## config.mk

```make
export PLATFORM = sky130hd
export DESIGN_NAME = grid_rectangle_first_fit_allocator
export DESIGN_NICKNAME = d
export VERILOG_FILES = /design/src/sv/grfa_pkg.sv /design/src/sv/grid_rectangle_first_fit_allocator.sv /design/src/sv/grfa_geom_mem.sv
export SDC_FILE = /design/constraint.sdc
export NUM_CORES = 1
export LEC_CHECK = 0
export BUFFER_PORTS_ARGS = -buffer_cell sky130_fd_sc_hd__buf_2
export CORE_ASPECT_RATIO = 1.2
export CORE_MARGIN = 1.5
export CORE_UTILIZATION = 55
export DETAILED_ROUTE_END_ITERATION = 7
export GPL_TIMING_DRIVEN = 0
export PLACE_DENSITY = 0.81
export REMOVE_ABC_BUFFERS = 1
export SETUP_SLACK_MARGIN = 0.1
export SKIP_CTS_REPAIR_TIMING = 1
export SYNTH_ARGS = -nofsm -noshare
export SYNTH_HDL_FRONTEND = slang
export SYNTH_SLANG_ARGS = --single-unit
export TNS_END_PERCENT = 1
```

## constraint.sdc

```tcl
create_clock -name i_clk -period 12.3 [get_ports i_clk]
set_clock_uncertainty 0.15 [all_clocks]
set_input_delay 0.615 -clock i_clk [delete_from_list [all_inputs] [get_ports i_clk]]
set_output_delay 0.615 -clock i_clk [all_outputs]
set_load 0.01 [all_outputs]
```

## src/sv/grfa_pkg.sv

```systemverilog
`timescale 1ns / 1ps
package grfa_pkg;
    localparam int MaxEntries = 32;
    localparam int MaxDim = 16;
    localparam int SlotW = $clog2(MaxEntries);
    localparam int DimW = $clog2(MaxDim + 1);
    localparam int PosW = $clog2(MaxDim);

    typedef enum logic [1:0] {
        ACT_ADD = 2'd0,
        ACT_MOVE = 2'd1,
        ACT_REMOVE = 2'd2,
        ACT_BAD = 2'd3
    } t_action;

    typedef enum logic [2:0] {
        ST_OK = 3'd0,
        ST_BAD_SIZE = 3'd1,
        ST_NO_SPACE = 3'd2,
        ST_FULL = 3'd3,
        ST_UNKNOWN = 3'd4,
        ST_BLOCKED = 3'd5
    } t_status;

    typedef enum logic {
        CFG_GRID_WIDTH = 1'b0,
        CFG_GRID_HEIGHT = 1'b1
    } t_cfg_reg;

    typedef enum logic [2:0] {
        S_IDLE,
        S_LOAD,
        S_LOADED,
        S_BOUND,
        S_SCAN,
        S_CMP,
        S_DONE
    } t_state;

    typedef struct packed {
        logic [PosW-1:0] x;
        logic [PosW-1:0] y;
        logic [DimW-1:0] w;
        logic [DimW-1:0] h;
    } t_geom;

    typedef struct packed {
        logic            we;
        logic [SlotW-1:0] waddr;
        t_geom           wdata;
        logic [SlotW-1:0] raddr;
    } t_mem_req;
endpackage

```

## src/sv/grid_rectangle_first_fit_allocator.sv

```systemverilog
`timescale 1ns / 1ps
// path from the accepting edge to the strobe: remove and rejects go straight from S_IDLE to S_DONE
// move runs S_LOAD, S_LOADED and S_BOUND, then the entry scan; add runs S_BOUND, then one scan
// per candidate position (at most 256 positions); S_SCAN per slot, plus S_CMP per stored entry read
// one item at a time; the next beat is accepted at the edge that ends the strobe cycle
// reset: synchronous active low, table empty, grid 8 by 8, geometry memory not cleared
// results are a one-cycle strobe; the receiver cannot stall
module grid_rectangle_first_fit_allocator (
    input  logic       i_clk,
    input  logic       i_rst_n,
    input  logic       i_cfg_we,
    input  logic       i_cfg_index,
    input  logic [4:0] i_cfg_data,
    input  logic       start,
    output logic       busy,
    input  logic [1:0] i_action,
    input  logic [4:0] i_item_width,
    input  logic [4:0] i_item_height,
    input  logic [4:0] i_handle,
    input  logic [3:0] i_pos_x,
    input  logic [3:0] i_pos_y,
    output logic       o_valid,
    output logic       o_ok,
    output logic [2:0] o_status,
    output logic [4:0] o_out_handle,
    output logic [3:0] o_out_x,
    output logic [3:0] o_out_y
);
    import grfa_pkg::*;

    t_state r_state, n_state;
    logic [4:0] r_gw, r_gh;
    logic [MaxEntries-1:0] r_used;
    t_action r_act;
    logic [DimW-1:0] r_w, r_h;
    logic [SlotW-1:0] r_hd, r_slot, r_idx;
    logic [PosW-1:0] r_x, r_y;
    logic [DimW-1:0] r_ew, r_eh;
    logic r_ok;
    t_status r_st;
    logic [SlotW-1:0] r_oh;
    t_mem_req s_req;
    t_geom s_rd;

    logic [DimW-1:0] s_ew, s_eh;
    logic s_free_slot_found;
    logic [SlotW-1:0] s_free_slot;
    t_action s_act;
    t_status s_init_st;
    logic s_accept, s_inb, s_hit, s_stale, s_skip, s_last_entry, s_x_more, s_y_more;

    assign s_ew = (r_gw > 5'(MaxDim)) ? DimW'(MaxDim) : DimW'(r_gw);
    assign s_eh = (r_gh > 5'(MaxDim)) ? DimW'(MaxDim) : DimW'(r_gh);
    assign s_act = t_action'(i_action);
    assign s_accept = start && !busy;
    assign busy = (r_state != S_IDLE);

    always_comb begin
        s_free_slot_found = 1'b0;
        s_free_slot = '0;
        for (int i = MaxEntries - 1; i >= 0; i--) begin
            if (!r_used[i]) begin
                s_free_slot_found = 1'b1;
                s_free_slot = SlotW'(i);
            end
        end
    end

    always_comb begin
        s_init_st = ST_OK;
        unique case (s_act) inside
            ACT_ADD: begin
                if ((i_item_width == '0) || (i_item_height == '0)
                    || (i_item_width > s_ew) || (i_item_height > s_eh))
                    s_init_st = ST_BAD_SIZE;
                else if (!s_free_slot_found)
                    s_init_st = ST_FULL;
            end
            ACT_MOVE, ACT_REMOVE: begin
                if (!r_used[i_handle]) s_init_st = ST_UNKNOWN;
            end
            default: s_init_st = ST_UNKNOWN;
        endcase
    end

    grfa_geom_mem u_mem (
        .i_clk  (i_clk),
        .i_req  (s_req),
        .o_rdata(s_rd)
    );

    // candidate in bounds and overlap with current entry
    assign s_inb = (r_w != '0) && (r_h != '0) && (r_w <= r_ew) && (r_h <= r_eh)
        && ((DimW+1)'(r_x) + (DimW+1)'(r_w) <= (DimW+1)'(r_ew))
        && ((DimW+1)'(r_y) + (DimW+1)'(r_h) <= (DimW+1)'(r_eh));
    assign s_stale = !((s_rd.w != '0) && (s_rd.h != '0) && (s_rd.w <= r_ew)
        && (s_rd.h <= r_eh));
    assign s_hit = ((DimW+1)'(r_x) < (DimW+1)'(s_rd.x) + (DimW+1)'(s_rd.w))
        && ((DimW+1)'(r_x) + (DimW+1)'(r_w) > (DimW+1)'(s_rd.x))
        && ((DimW+1)'(r_y) < (DimW+1)'(s_rd.y) + (DimW+1)'(s_rd.h))
        && ((DimW+1)'(r_y) + (DimW+1)'(r_h) > (DimW+1)'(s_rd.y));
    assign s_x_more = ((DimW+1)'(r_x) + (DimW+1)'(r_w) < (DimW+1)'(r_ew));
    assign s_y_more = ((DimW+1)'(r_y) + (DimW+1)'(r_h) < (DimW+1)'(r_eh));
    assign s_last_entry = (r_idx == SlotW'(MaxEntries - 1));
    assign s_skip = !r_used[r_idx] || ((r_act == ACT_MOVE) && (r_idx == r_hd));

    always_comb begin
        n_state = r_state;
        unique case (r_state)
            S_IDLE: begin
                if (s_accept) begin
                    if ((s_init_st != ST_OK) || (s_act == ACT_REMOVE)) n_state = S_DONE;
                    else if (s_act == ACT_ADD) n_state = S_BOUND;
                    else n_state = S_LOAD;
                end
            end
            S_LOAD:   n_state = S_LOADED;
            S_LOADED: n_state = S_BOUND;
            S_BOUND:  n_state = s_inb ? S_SCAN : S_DONE;
            S_SCAN: begin
                if (!s_skip) n_state = S_CMP;
                else if (s_last_entry) n_state = S_DONE;
            end
            S_CMP: begin
                if (s_stale) begin
                    n_state = S_DONE;
                end else if (s_hit) begin
                    if ((r_act == ACT_MOVE) || (!s_x_more && !s_y_more)) n_state = S_DONE;
                    else n_state = S_SCAN;
                end else if (s_last_entry) begin
                    n_state = S_DONE;
                end else begin
                    n_state = S_SCAN;
                end
            end
            S_DONE:  n_state = S_IDLE;
            default: n_state = S_IDLE;
        endcase
    end

    always_comb begin
        s_req = '0;
        s_req.raddr = (r_state == S_LOAD) ? r_hd : r_idx;
        if ((r_state == S_DONE) && r_ok && (r_act != ACT_REMOVE)) begin
            s_req.we = 1'b1;
            s_req.waddr = (r_act == ACT_ADD) ? r_slot : r_hd;
            s_req.wdata.x = r_x;
            s_req.wdata.y = r_y;
            s_req.wdata.w = r_w;
            s_req.wdata.h = r_h;
        end
    end

    always_ff @(posedge i_clk) begin
        if (!i_rst_n) begin
            r_state <= S_IDLE;
            r_gw <= 5'd8;
            r_gh <= 5'd8;
            r_used <= '0;
            o_valid <= 1'b0;
        end else begin
            r_state <= n_state;
            o_valid <= 1'b0;
            if (i_cfg_we) begin
                if (i_cfg_index == CFG_GRID_HEIGHT) r_gh <= i_cfg_data;
                else r_gw <= i_cfg_data;
            end
            case (r_state)
                S_IDLE: begin
                    if (s_accept) begin
                        r_act <= s_act;
                        r_w <= i_item_width;
                        r_h <= i_item_height;
                        r_hd <= i_handle;
                        r_ew <= s_ew;
                        r_eh <= s_eh;
                        r_slot <= s_free_slot;
                        r_st <= s_init_st;
                        r_idx <= '0;
                        r_ok <= (s_init_st == ST_OK) && (s_act == ACT_REMOVE);
                        r_oh <= ((s_act == ACT_MOVE) || (s_act == ACT_REMOVE)) ? i_handle : '0;
                        r_x <= (s_act == ACT_MOVE) ? i_pos_x : '0;
                        r_y <= (s_act == ACT_MOVE) ? i_pos_y : '0;
                        if ((s_init_st == ST_OK) && (s_act == ACT_REMOVE))
                            r_used[i_handle] <= 1'b0;
                    end
                end
                S_LOADED: begin
                    // move takes the stored size
                    r_w <= s_rd.w;
                    r_h <= s_rd.h;
                end
                S_BOUND: begin
                    if (!s_inb) r_st <= ST_BLOCKED;
                end
                S_SCAN: begin
                    if (s_skip) begin
                        if (s_last_entry) r_ok <= 1'b1;
                        else r_idx <= r_idx + 1'b1;
                    end
                end
                S_CMP: begin
                    if (s_stale || (s_hit && ((r_act == ACT_MOVE) || (!s_x_more && !s_y_more)))) begin
                        r_st <= (r_act == ACT_ADD) ? ST_NO_SPACE : ST_BLOCKED;
                    end else if (s_hit) begin
                        // next candidate position: x steps along the row, then y moves to the next row
                        r_idx <= '0;
                        if (s_x_more) begin
                            r_x <= r_x + 1'b1;
                        end else begin
                            r_x <= '0;
                            r_y <= r_y + 1'b1;
                        end
                    end else if (s_last_entry) begin
                        r_ok <= 1'b1;
                    end else begin
                        r_idx <= r_idx + 1'b1;
                    end
                end
                S_DONE: begin
                    o_valid <= 1'b1;
                    o_ok <= r_ok;
                    o_status <= r_st;
                    o_out_handle <= (r_ok && (r_act == ACT_ADD)) ? r_slot : r_oh;
                    o_out_x <= r_ok ? r_x : '0;
                    o_out_y <= r_ok ? r_y : '0;
                    if (r_ok && (r_act == ACT_ADD)) r_used[r_slot] <= 1'b1;
                end
                default: ;
            endcase
        end
    end
endmodule

```

## src/sv/grfa_geom_mem.sv

```systemverilog
`timescale 1ns / 1ps
module grfa_geom_mem (
    input  logic              i_clk,
    input  grfa_pkg::t_mem_req i_req,
    output grfa_pkg::t_geom   o_rdata
);
    import grfa_pkg::*;
    t_geom r_mem [MaxEntries];
    always_ff @(posedge i_clk) begin
        if (i_req.we) begin
            r_mem[i_req.waddr] <= i_req.wdata;
        end
        o_rdata <= r_mem[i_req.raddr];
    end
endmodule

```

==> summary.txt, run 1 <==
Run status
  – Status: finished clean

Logic synthesis
  – Cells after Synth: 2035
  – Ys Warns: 0
  – Unique cell type count in the Yosys netlist: between 60 and 70
  – Post-synth top flop: edfxtp_1
  – Top post-synthesis cells by area: edfxtp_1 63%, mux4_2 11%, dfxtp_1 4.1%, ha_1 3.1%, nand2_1 3.0%
  – Area leader, netlist: edfxtp_1
  – Post-synthesis register bit count: ~700
  – Synth top area share: a little over three fifths
  – Mean area per synthesized cell: 15.2 µm²
  – Post-synth EDFFs: 647
  – Mapped Area: 0.0309 mm²
  – Register area share after synthesis: about two thirds
  – Post-synthesis async set-or-reset flop share: 0%

STA
  – Final worst path period need: 4.74 ns
  – Setup_tns: 0 ns
  – Least-Margin Pin Slew: 1.45 ns
  – Final worst path period share: approximately two fifths
  – Relative slew slack: a little over 3%
  – RSZ-0062 raised after global routing: false
  – Setup Viol. Count Final: 0
  – Worst Slack Setup Final: 7.56 ns
  – Hold slack: 0.0963 ns
  – Hold Violations, Final: 0
  – Fmax: 211 MHz
  – Slew Viols, Final: 0

Global route
  – Total Routing Usage GR: 28.4%
  – Wire length of the first global-routing pass: about 120 mm
  – Initial antenna violation count: 0
  – Global route total overflow: 0
  – Largest net degree at the start of global routing: 73
  – Vias in the first global route: 19.3k

Worst setup path
  – Reg2reg end: r_y[3]
  – R2r startpoint: r_y[0]
  – Arrival @ worst endpoint: 4.85 ns
  – Setup CP Type: reg -> reg
  – FF-to-FF setup slack: 7.56 ns
  – CP Launch Point: r_y[0]
  – CP required: 12.40 ns
  – Worst Setup End Kind: flop
  – Worst Setup EP: r_y[3]
  – Crit path max fanout: 7
  – FF-to-FF path depth: 15
  – Startpoint types: flop

Final layout
  – Max FFs per register: 576
  – Layout Cells excl Fill: 2889
  – Share of post-route cells with drive strength above 1: between 20% and 30%
  – FILL cells: 3673
  – Most frequent cells in the layout: 647 x edfxtp_1, 244 x nand2_1, 155 x mux4_2
  – Register area: between 0.02 and 0.025 mm²
  – Area growth, synth to finish: 13.4%
  – Biggest register: u_mem.r_mem
  – Area occupied by multi-input gates: 0.00973 mm²
  – Most common cell after layout, fill and taps aside: edfxtp_1
  – Largest registers: u_mem.r_mem: 576 flops, r_used: 32 flops, u_mem.o_rdata: 18 flops
  – Nets: 2232
  – Antenna diodes: 0

Clocking
  – Maximum root-to-sink buffer count: 3
  – Root Driver: clkbuf_16
  – Sink Count: 711
  – CTS tree: done
  – Clock latency on the worst-skew pair: ~0.63 ns
  – Max H-tree Level: 3
  – Clock Pin Slew Worst Setup and Hold Paths: ~0.060 ns
  – TritonCTS Buffers: 67

Die
  – Width of the die: 219 µm
  – CORE AREA: ~0.056 mm²
  – Die area: 0.0577 mm²
  – Starting Density: a little under three fifths
  – Top Ports: 54
  – Num rows: 95
  – Die Ht: 263 µm

Placed design
  – GPL Wtd Cong: roughly 0.9
  – Dpl cells: 2774
  – Dpl hpwl: 51.4 mm
  – Place WS: 7.53 ns
  – Port bufs: 53

Run
  – MaxCap Viol Count: 0

Routing
  – ANT nets after route: 0
  – DR WL/cell: around 28 µm
  – Routed wire length: 80.2 mm
  – TritonRoute pass-1 iters: 5
  – Via Count: 19.1k
  – Starting DRT DRC Count: approximately 2.2k
  – Vias per Instance: 6.60
  – DRC errors left: 0

Hold path
  – Worst hold path type: in -> reg

Power
  – Leakage: 11.3 nW
  – VDD IR max: about 0.14 mV
  – Power Density: 204 mW/mm²
-- cell type report --
cell class	instances	area share [%]
Sequential cell	711	59.1
Multi-Input combinational cell	1162	27.8
Clock buffer	84	5.08
Timing Repair Buffer	112	3.87
Tap cell	727	2.59
Clock inverter	31	0.988
Inverter	62	0.664
-- per-layer routing --
metal	global-route usage, %	vias to the layer above	wire length [µm]
li1	-	8050	-
met3	4.63	217	7070
met5	0	-	0
met2	47.2	1245	40400
met4	14.7	0	4220
met1	35.9	9560	28600
-- metrics by stage --
stage / area [µm²] / power [mW] / utilization [%]
2_1_floorplan: 30500 / 4.55 / -
3_3_place_gp: 31700 / 5.29 / 56.8
3_5_place_dp: 32900 / 5.09 / 59.1
4_1_cts: 35100 / 7.13 / 62.9
5_1_grt: 35100 / 7.44 / 62.9
6_report: 35100 / 7.15 / 62.9
-- cells in the mapped netlist (5+ instances only) --
cell      count
a21oi_1      64
nand2_1     244
xnor2_1      10
clkbuf_1     60
edfxtp_1    647
o22ai_1       8
a21o_1        8
a311oi_1     12
nor3_1       20
mux2_2       15
a211oi_1      7
nor3b_1       5
a31oi_1      18
mux2i_1      22
nand2b_1     14
o221a_2       7
ha_1         77
and3_1       15
nor2b_1      19
o21ai_0      51
dfxtp_1      64
mux4_2      155
nand3_1     133
a21boi_0      5
o21ai_1      19
nor2_1       90
and2_1       35
xor2_1       11
or4_1         7
o211ai_1      5
or2_2         6
nand4_1      19
inv_1        60
o31ai_1       5
buf_1        13
buf_2        25
-- worst min-delay path by stage --
stage	from	endpoint	slack (ns)	cells after the start
3_3_place_gp	r_st[2]	o_status[2]	0.25	0
2_1_floorplan	r_st[0]	o_status[0]	0.25	0
5_1_grt	i_cfg_data[3]	r_gw[3]	0.1	3
3_5_place_dp	r_st[0]	o_status[0]	0.26	0
6_report	i_cfg_data[3]	r_gw[3]	0.1	3
4_1_cts	i_cfg_data[3]	r_gw[3]	0.07	3
-- cell families after synthesis --
kind of cell / Yosys count / synth area share, %
multiplexers: 192 / 12.5
AO/OA/AOI/OAI: 240 / 4.88
flip-flops: 711 / 67.0
XOR/XNOR: 21 / 0.595
buffers and inverters: 162 / 2.09
adder cells (fa/ha/maj): 81 / 3.37
AND/OR/NAND/NOR: 628 / 9.55
-- power by group --
| group | leakage (nW) | internal (mW) | switching, mW |
|---|---|---|---|
| registers | 5.83 | 2.73 | 0.145 |
| clock network | 1.01 | 1.13 | 0.912 |
| logic | 4.50 | 0.938 | 1.30 |
-- critical path, cell delays in order, from the launching register on --
cell	delay, ns
edfxtp_1	0.53
ha_1	0.28
fa_1	0.43
a21oi_1	0.15
nor2b_1	0.07
or3_1	0.32
and2_1	0.17
ha_1	0.30
and3_1	0.19
o21ai_0	0.07
and3_1	0.20
nand2b_1	0.06
a2111oi_0	0.41
a211oi_1	0.19
or2_2	0.34
a211oi_1	0.54
(Power assumes the default switching activity.)
==> run 2: changes to the inputs <==
--- a/config.mk
+++ b/config.mk
@@ -5,13 +5,14 @@
 export SDC_FILE = /design/constraint.sdc
 export NUM_CORES = 1
 export LEC_CHECK = 0
+export ABC_AREA = 1
 export BUFFER_PORTS_ARGS = -buffer_cell sky130_fd_sc_hd__buf_2
 export CORE_ASPECT_RATIO = 1.2
 export CORE_MARGIN = 1.5
 export CORE_UTILIZATION = 55
 export DETAILED_ROUTE_END_ITERATION = 7
 export GPL_TIMING_DRIVEN = 0
-export PLACE_DENSITY = 0.81
+export PLACE_DENSITY = 0.84
 export REMOVE_ABC_BUFFERS = 1
 export SETUP_SLACK_MARGIN = 0.1
 export SKIP_CTS_REPAIR_TIMING = 1
==> constraint.sdc (replaced) <==
create_clock -name i_clk -period 4.3 [get_ports i_clk]
set_clock_uncertainty 0.15 [all_clocks]
set_input_delay 0.215 -clock i_clk [delete_from_list [all_inputs] [get_ports i_clk]]
set_output_delay 0.215 -clock i_clk [all_outputs]
set_load 0.01 [all_outputs]
==> run 2 against run 1 <==
The run now ends with negative setup slack left. Largest cell class unchanged. Sequential power grew to 2.9 times the previous value. Wire length is 18% higher. Sequential share of layout area fell by 1.7 points. Flip-flop and latch count is the same. Total power increased to 3.1 times the previous value. Register-to-register slack worse by 7.6 ns. Critical path type unchanged.
==> summary.txt, run 2 <==
Logic synthesis
  – Post-synthesis register bit count: 711 (unchanged)
  – Mapped Area: 0.0311 mm² (was 0.0309 mm²)
  – Post-synth EDFFs: 647 (unchanged)
  – Unique cell type count in the Yosys netlist: 51 (was 66)
  – Cells after Synth: 2719 (was 2035)
  – Synth top area share: 62.4% (was 62.8%)
  – Mean area per synthesized cell: 11.5 µm² (was 15.2 µm²)
  – Post-synthesis async set-or-reset flop share: 0% (unchanged)
  – Cell with the most instances after synthesis: edfxtp_1 (unchanged)
  – Commonest cells in the synthesized netlist: 647 x edfxtp_1, 432 x nor2_1, 423 x o21ai_0, 201 x nand2_1, 179 x inv_1 (was 647 x edfxtp_1, 244 x nand2_1, 155 x mux4_2, 133 x nand3_1, 90 x nor2_1)
  – Area leader, netlist: edfxtp_1 (unchanged)
  – Ys Warns: 0 (unchanged)
  – Top post-synthesis cells by area: edfxtp_1 62%, o21ai_0 6.8%, nor2_1 5.2%, dfxtp_1 4.1%, o221ai_1 3.3% (was edfxtp_1 63%, mux4_2 11%, dfxtp_1 4.1%, ha_1 3.1%, nand2_1 3.0%)
  – Post-synth top flop: edfxtp_1 (unchanged)
  – Register area share after synthesis: 66.5% (was 67.0%)

Die
  – Top Ports: 54 (unchanged)
  – Width of the die: 220 µm (was 219 µm)
  – Die area: 0.0581 mm² (was 0.0577 mm²)
  – Die Ht: 264 µm (was 263 µm)
  – CORE AREA: 0.0560 mm² (was 0.0557 mm²)
  – Num rows: 95 (unchanged)
  – Starting Density: 55.6% (was 55.5%)

Power
  – Power Density: 621 mW/mm² (was 204 mW/mm²)
  – P_sw: 8.69 mW (was 2.36 mW)
  – P_int: 13.7 mW (was 4.79 mW)
  – Combinational power share: 36.3% (was 31.3%)
  – Switching part of the total power: 38.8% (was 33.0%)
  – Sequential Power Share: 37.1% (was 40.2%)
  – Leakage: 11.7 nW (was 11.3 nW)
  – Final Power: 22.4 mW (was 7.15 mW)
  – VDD IR max: 0.604 mV (was 0.136 mV)
  – Clk pwr share: 26.6% (was 28.5%)

Clocking
  – Root Driver: clkbuf_16 (unchanged)
  – CTS tree: done (unchanged)
  – TritonCTS Buffers: 67 (unchanged)
  – Max H-tree Level: 3 (unchanged)
  – Clock Pin Slew Worst Setup and Hold Paths: 0.07 ns (was 0.06 ns)
  – Maximum root-to-sink buffer count: 3 (unchanged)
  – Clock latency on the worst-skew pair: 0.62 ns (was 0.63 ns)
  – Sink Count: 711 (unchanged)

Worst setup path
  – Startpoint types: flop (unchanged)
  – CP required: 4.60 ns (was 12.40 ns)
  – FF-to-FF setup slack: -0.08 ns (was 7.56 ns)
  – Worst Setup End Kind: flop (unchanged)
  – WP buf/inv: 7 (was 0)
  – CP top delay family: buffers and inverters (was compound AO/OA/AOI/OAI gates)
  – Worst path cell trace: inv_2 -> nor2_1 -> inv_2 -> nor2_4 -> inv_2 -> nand2_1 -> o21ai_4 -> buf_16 -> buf_16 -> inv_6 -> buf_16 -> o21ai_0 -> o221ai_1 -> nand3_1 -> nand2_1 -> a31oi_1 -> a31oi_1 (was ha_1 -> fa_1 -> a21oi_1 -> nor2b_1 -> or3_1 -> and2_1 -> ha_1 -> and3_1 -> o21ai_0 -> and3_1 -> nand2b_1 -> a2111oi_0 -> a211oi_1 -> or2_2 -> a211oi_1)
  – Worst path max stage delay: 0.57 ns (was 0.54 ns)
  – Setup CP Type: reg -> reg (unchanged)
  – Crit path max fanout: 116 (was 7)
  – Crit path max-delay cell type: a31oi_1 (was a211oi_1)
  – Arrival @ worst endpoint: 4.68 ns (was 4.85 ns)

Final layout
  – Final non-filler cell area: 0.0361 mm² (was 0.0351 mm²)
  – Biggest register: u_mem.r_mem (unchanged)
  – Area growth, synth to finish: 15.9% (was 13.4%)
  – Max FFs per register: 576 (unchanged)
  – Share of post-route cells with drive strength above 1: 11.6% (was 20.1%)
  – FILL cells: 3684 (was 3673)
  – Largest registers: u_mem.r_mem: 576 flops, r_used: 32 flops, u_mem.o_rdata: 18 flops (unchanged)
  – Most frequent cells in the layout: 647 x edfxtp_1, 421 x o21ai_0, 381 x nor2_1 (was 647 x edfxtp_1, 244 x nand2_1, 155 x mux4_2)
  – Most common cell after layout, fill and taps aside: edfxtp_1 (unchanged)
  – Nets: 2929 (was 2232)

Routing
  – Via Count: 24.3k (was 19.1k)
  – Vias per Instance: 6.76 (was 6.60)
  – Routed wire length: 94.6 mm (was 80.2 mm)
  – ANT nets after route: 0 (unchanged)
  – Starting DRT DRC Count: 3901 (was 2249)
  – DR WL/cell: 26.3 µm (was 27.8 µm)
  – TritonRoute pass-1 iters: 7 (was 5)
  – DRC errors left: 0 (unchanged)

Global route
  – Vias in the first global route: 23.2k (was 19.3k)
  – Wire length of the first global-routing pass: 136 mm (was 120 mm)
  – Total Routing Usage GR: 31.2% (was 28.4%)
  – Largest net degree at the start of global routing: 166 (was 73)
  – Global route total overflow: 0 (unchanged)
  – Initial antenna violation count: 3 (was 0)

Hold path
  – Worst hold path type: in -> reg (unchanged)

STA
  – Slew Viols, Final: 0 (unchanged)
  – Setup Viol. Count Final: 1 (was 0)
  – Hold Violations, Final: 0 (unchanged)
  – Final worst path period share: 102% (was 38.5%)
  – Worst Slack Setup Final: -0.0811 ns (was 7.56 ns)
  – Fmax: 228 MHz (was 211 MHz)
  – Final worst path period need: 4.38 ns (was 4.74 ns)
  – Least-Margin Pin Slew: 1.35 ns (was 1.45 ns)
  – Relative slew slack: 9.82% (was 3.09%)

Run
  – MaxCap Viol Count: 0 (unchanged)

Run status
  – Status: finished with violations (was finished clean)
  – Failing checks: negative setup slack

Placed design
  – Dpl hpwl: 57.2 mm (was 51.4 mm)
  – Port bufs: 53 (unchanged)
  – Placed cell area: 0.0333 mm² (was 0.0329 mm²)
  – Place WS: -1.33 ns (was 7.53 ns)
  – GPL Wtd Cong: 0.934 (was 0.904)
[run 2: cell types whose count changed in the layout (fill, tap and decap cells not counted), sizes merged, moves of 42 or more]
| cell | delta |
|---|---|
| o221ai | +118 |
| a31oi | +42 |
| nand3 | -59 |
| nor2 | +343 |
| mux4 | -155 |
| inv | +126 |
| o21ai | +387 |
| nand2 | -42 |
[run 2: power groups by stage]
stage               registers (mW)  clock network [mW]  logic [mW]
detailed placement            8.47                   0        7.29
CTS                           8.32                5.94        7.42
global placement              8.46                   0        6.57
finish                        8.32                5.96        8.13
global route                  8.35                6.21        8.61
floorplan                     8.29                   0        4.43
[run 2: stage by stage]
step	util (%)	setup TNS [ns]	hold slack, ns	instances
2_1_floorplan	-	-129.35	0.149	2570
3_3_place_gp	56.6	-1998.67	0.254	3350
6_report	64.5	-0.0811	0.105	3591
3_5_place_dp	59.5	-21.94	0.256	3423
5_1_grt	64.5	-0.0945	0.109	3590
4_1_cts	63.4	-23.30	-0.330	3542
[run 2: logic make-up after synthesis]
| logic type | synth area share (%) |
|---|---|
| buf+inv | 4.26 |
| xor+xnor | 0.309 |
| simple gates | 9.80 |
| compound gates | 15.6 |
| fa+ha+maj | 3.35 |
| mux | 0.145 |
| flops | 66.5 |
[run 2: path summary, 6_finish.rpt]
| path | from | endpoint | cells past startpoint |
|---|---|---|---|
| max reg2reg | r_state[0] | u_mem.o_rdata[2] | 17 |
| min | i_rst_n | r_gw[3] | 2 |
| max | r_state[0] | u_mem.o_rdata[2] | 17 |
| min reg2reg | r_st[2] | o_status[2] | 0 |
[run 2: layout make-up]
type	instances	area [µm²]	area share (%)
Antenna cell	1	2.50	0.00693
Timing Repair Buffer	172	2150	5.96
Tap cell	727	910	2.52
Multi-Input combinational cell	1669	9420	26.1
Inverter	192	744	2.06
Clock buffer	85	1840	5.09
Clock inverter	34	328	0.908
Sequential cell	711	20700	57.4
[run 2: worst register-to-register path, delay by kind of cell (launching register included)]
kind	cells	cell delay (ns)
AOI/OAI and AO/OA	5	1.42
buffers and inverters	7	1.31
DFF	1	0.38
and+or+nand+nor	5	0.94
[run 2: metal layers]
metal  global-route usage (%)  wire, µm  share of wire, %  vias up
met1                     38.5     31700                33    11600
met3                     7.07     11600                12      453
li1                         -         -                 -    10200
met5                        0        19             0.020        -
met4                     19.2      6310               6.7        4
met2                     49.7     45000                48     2043
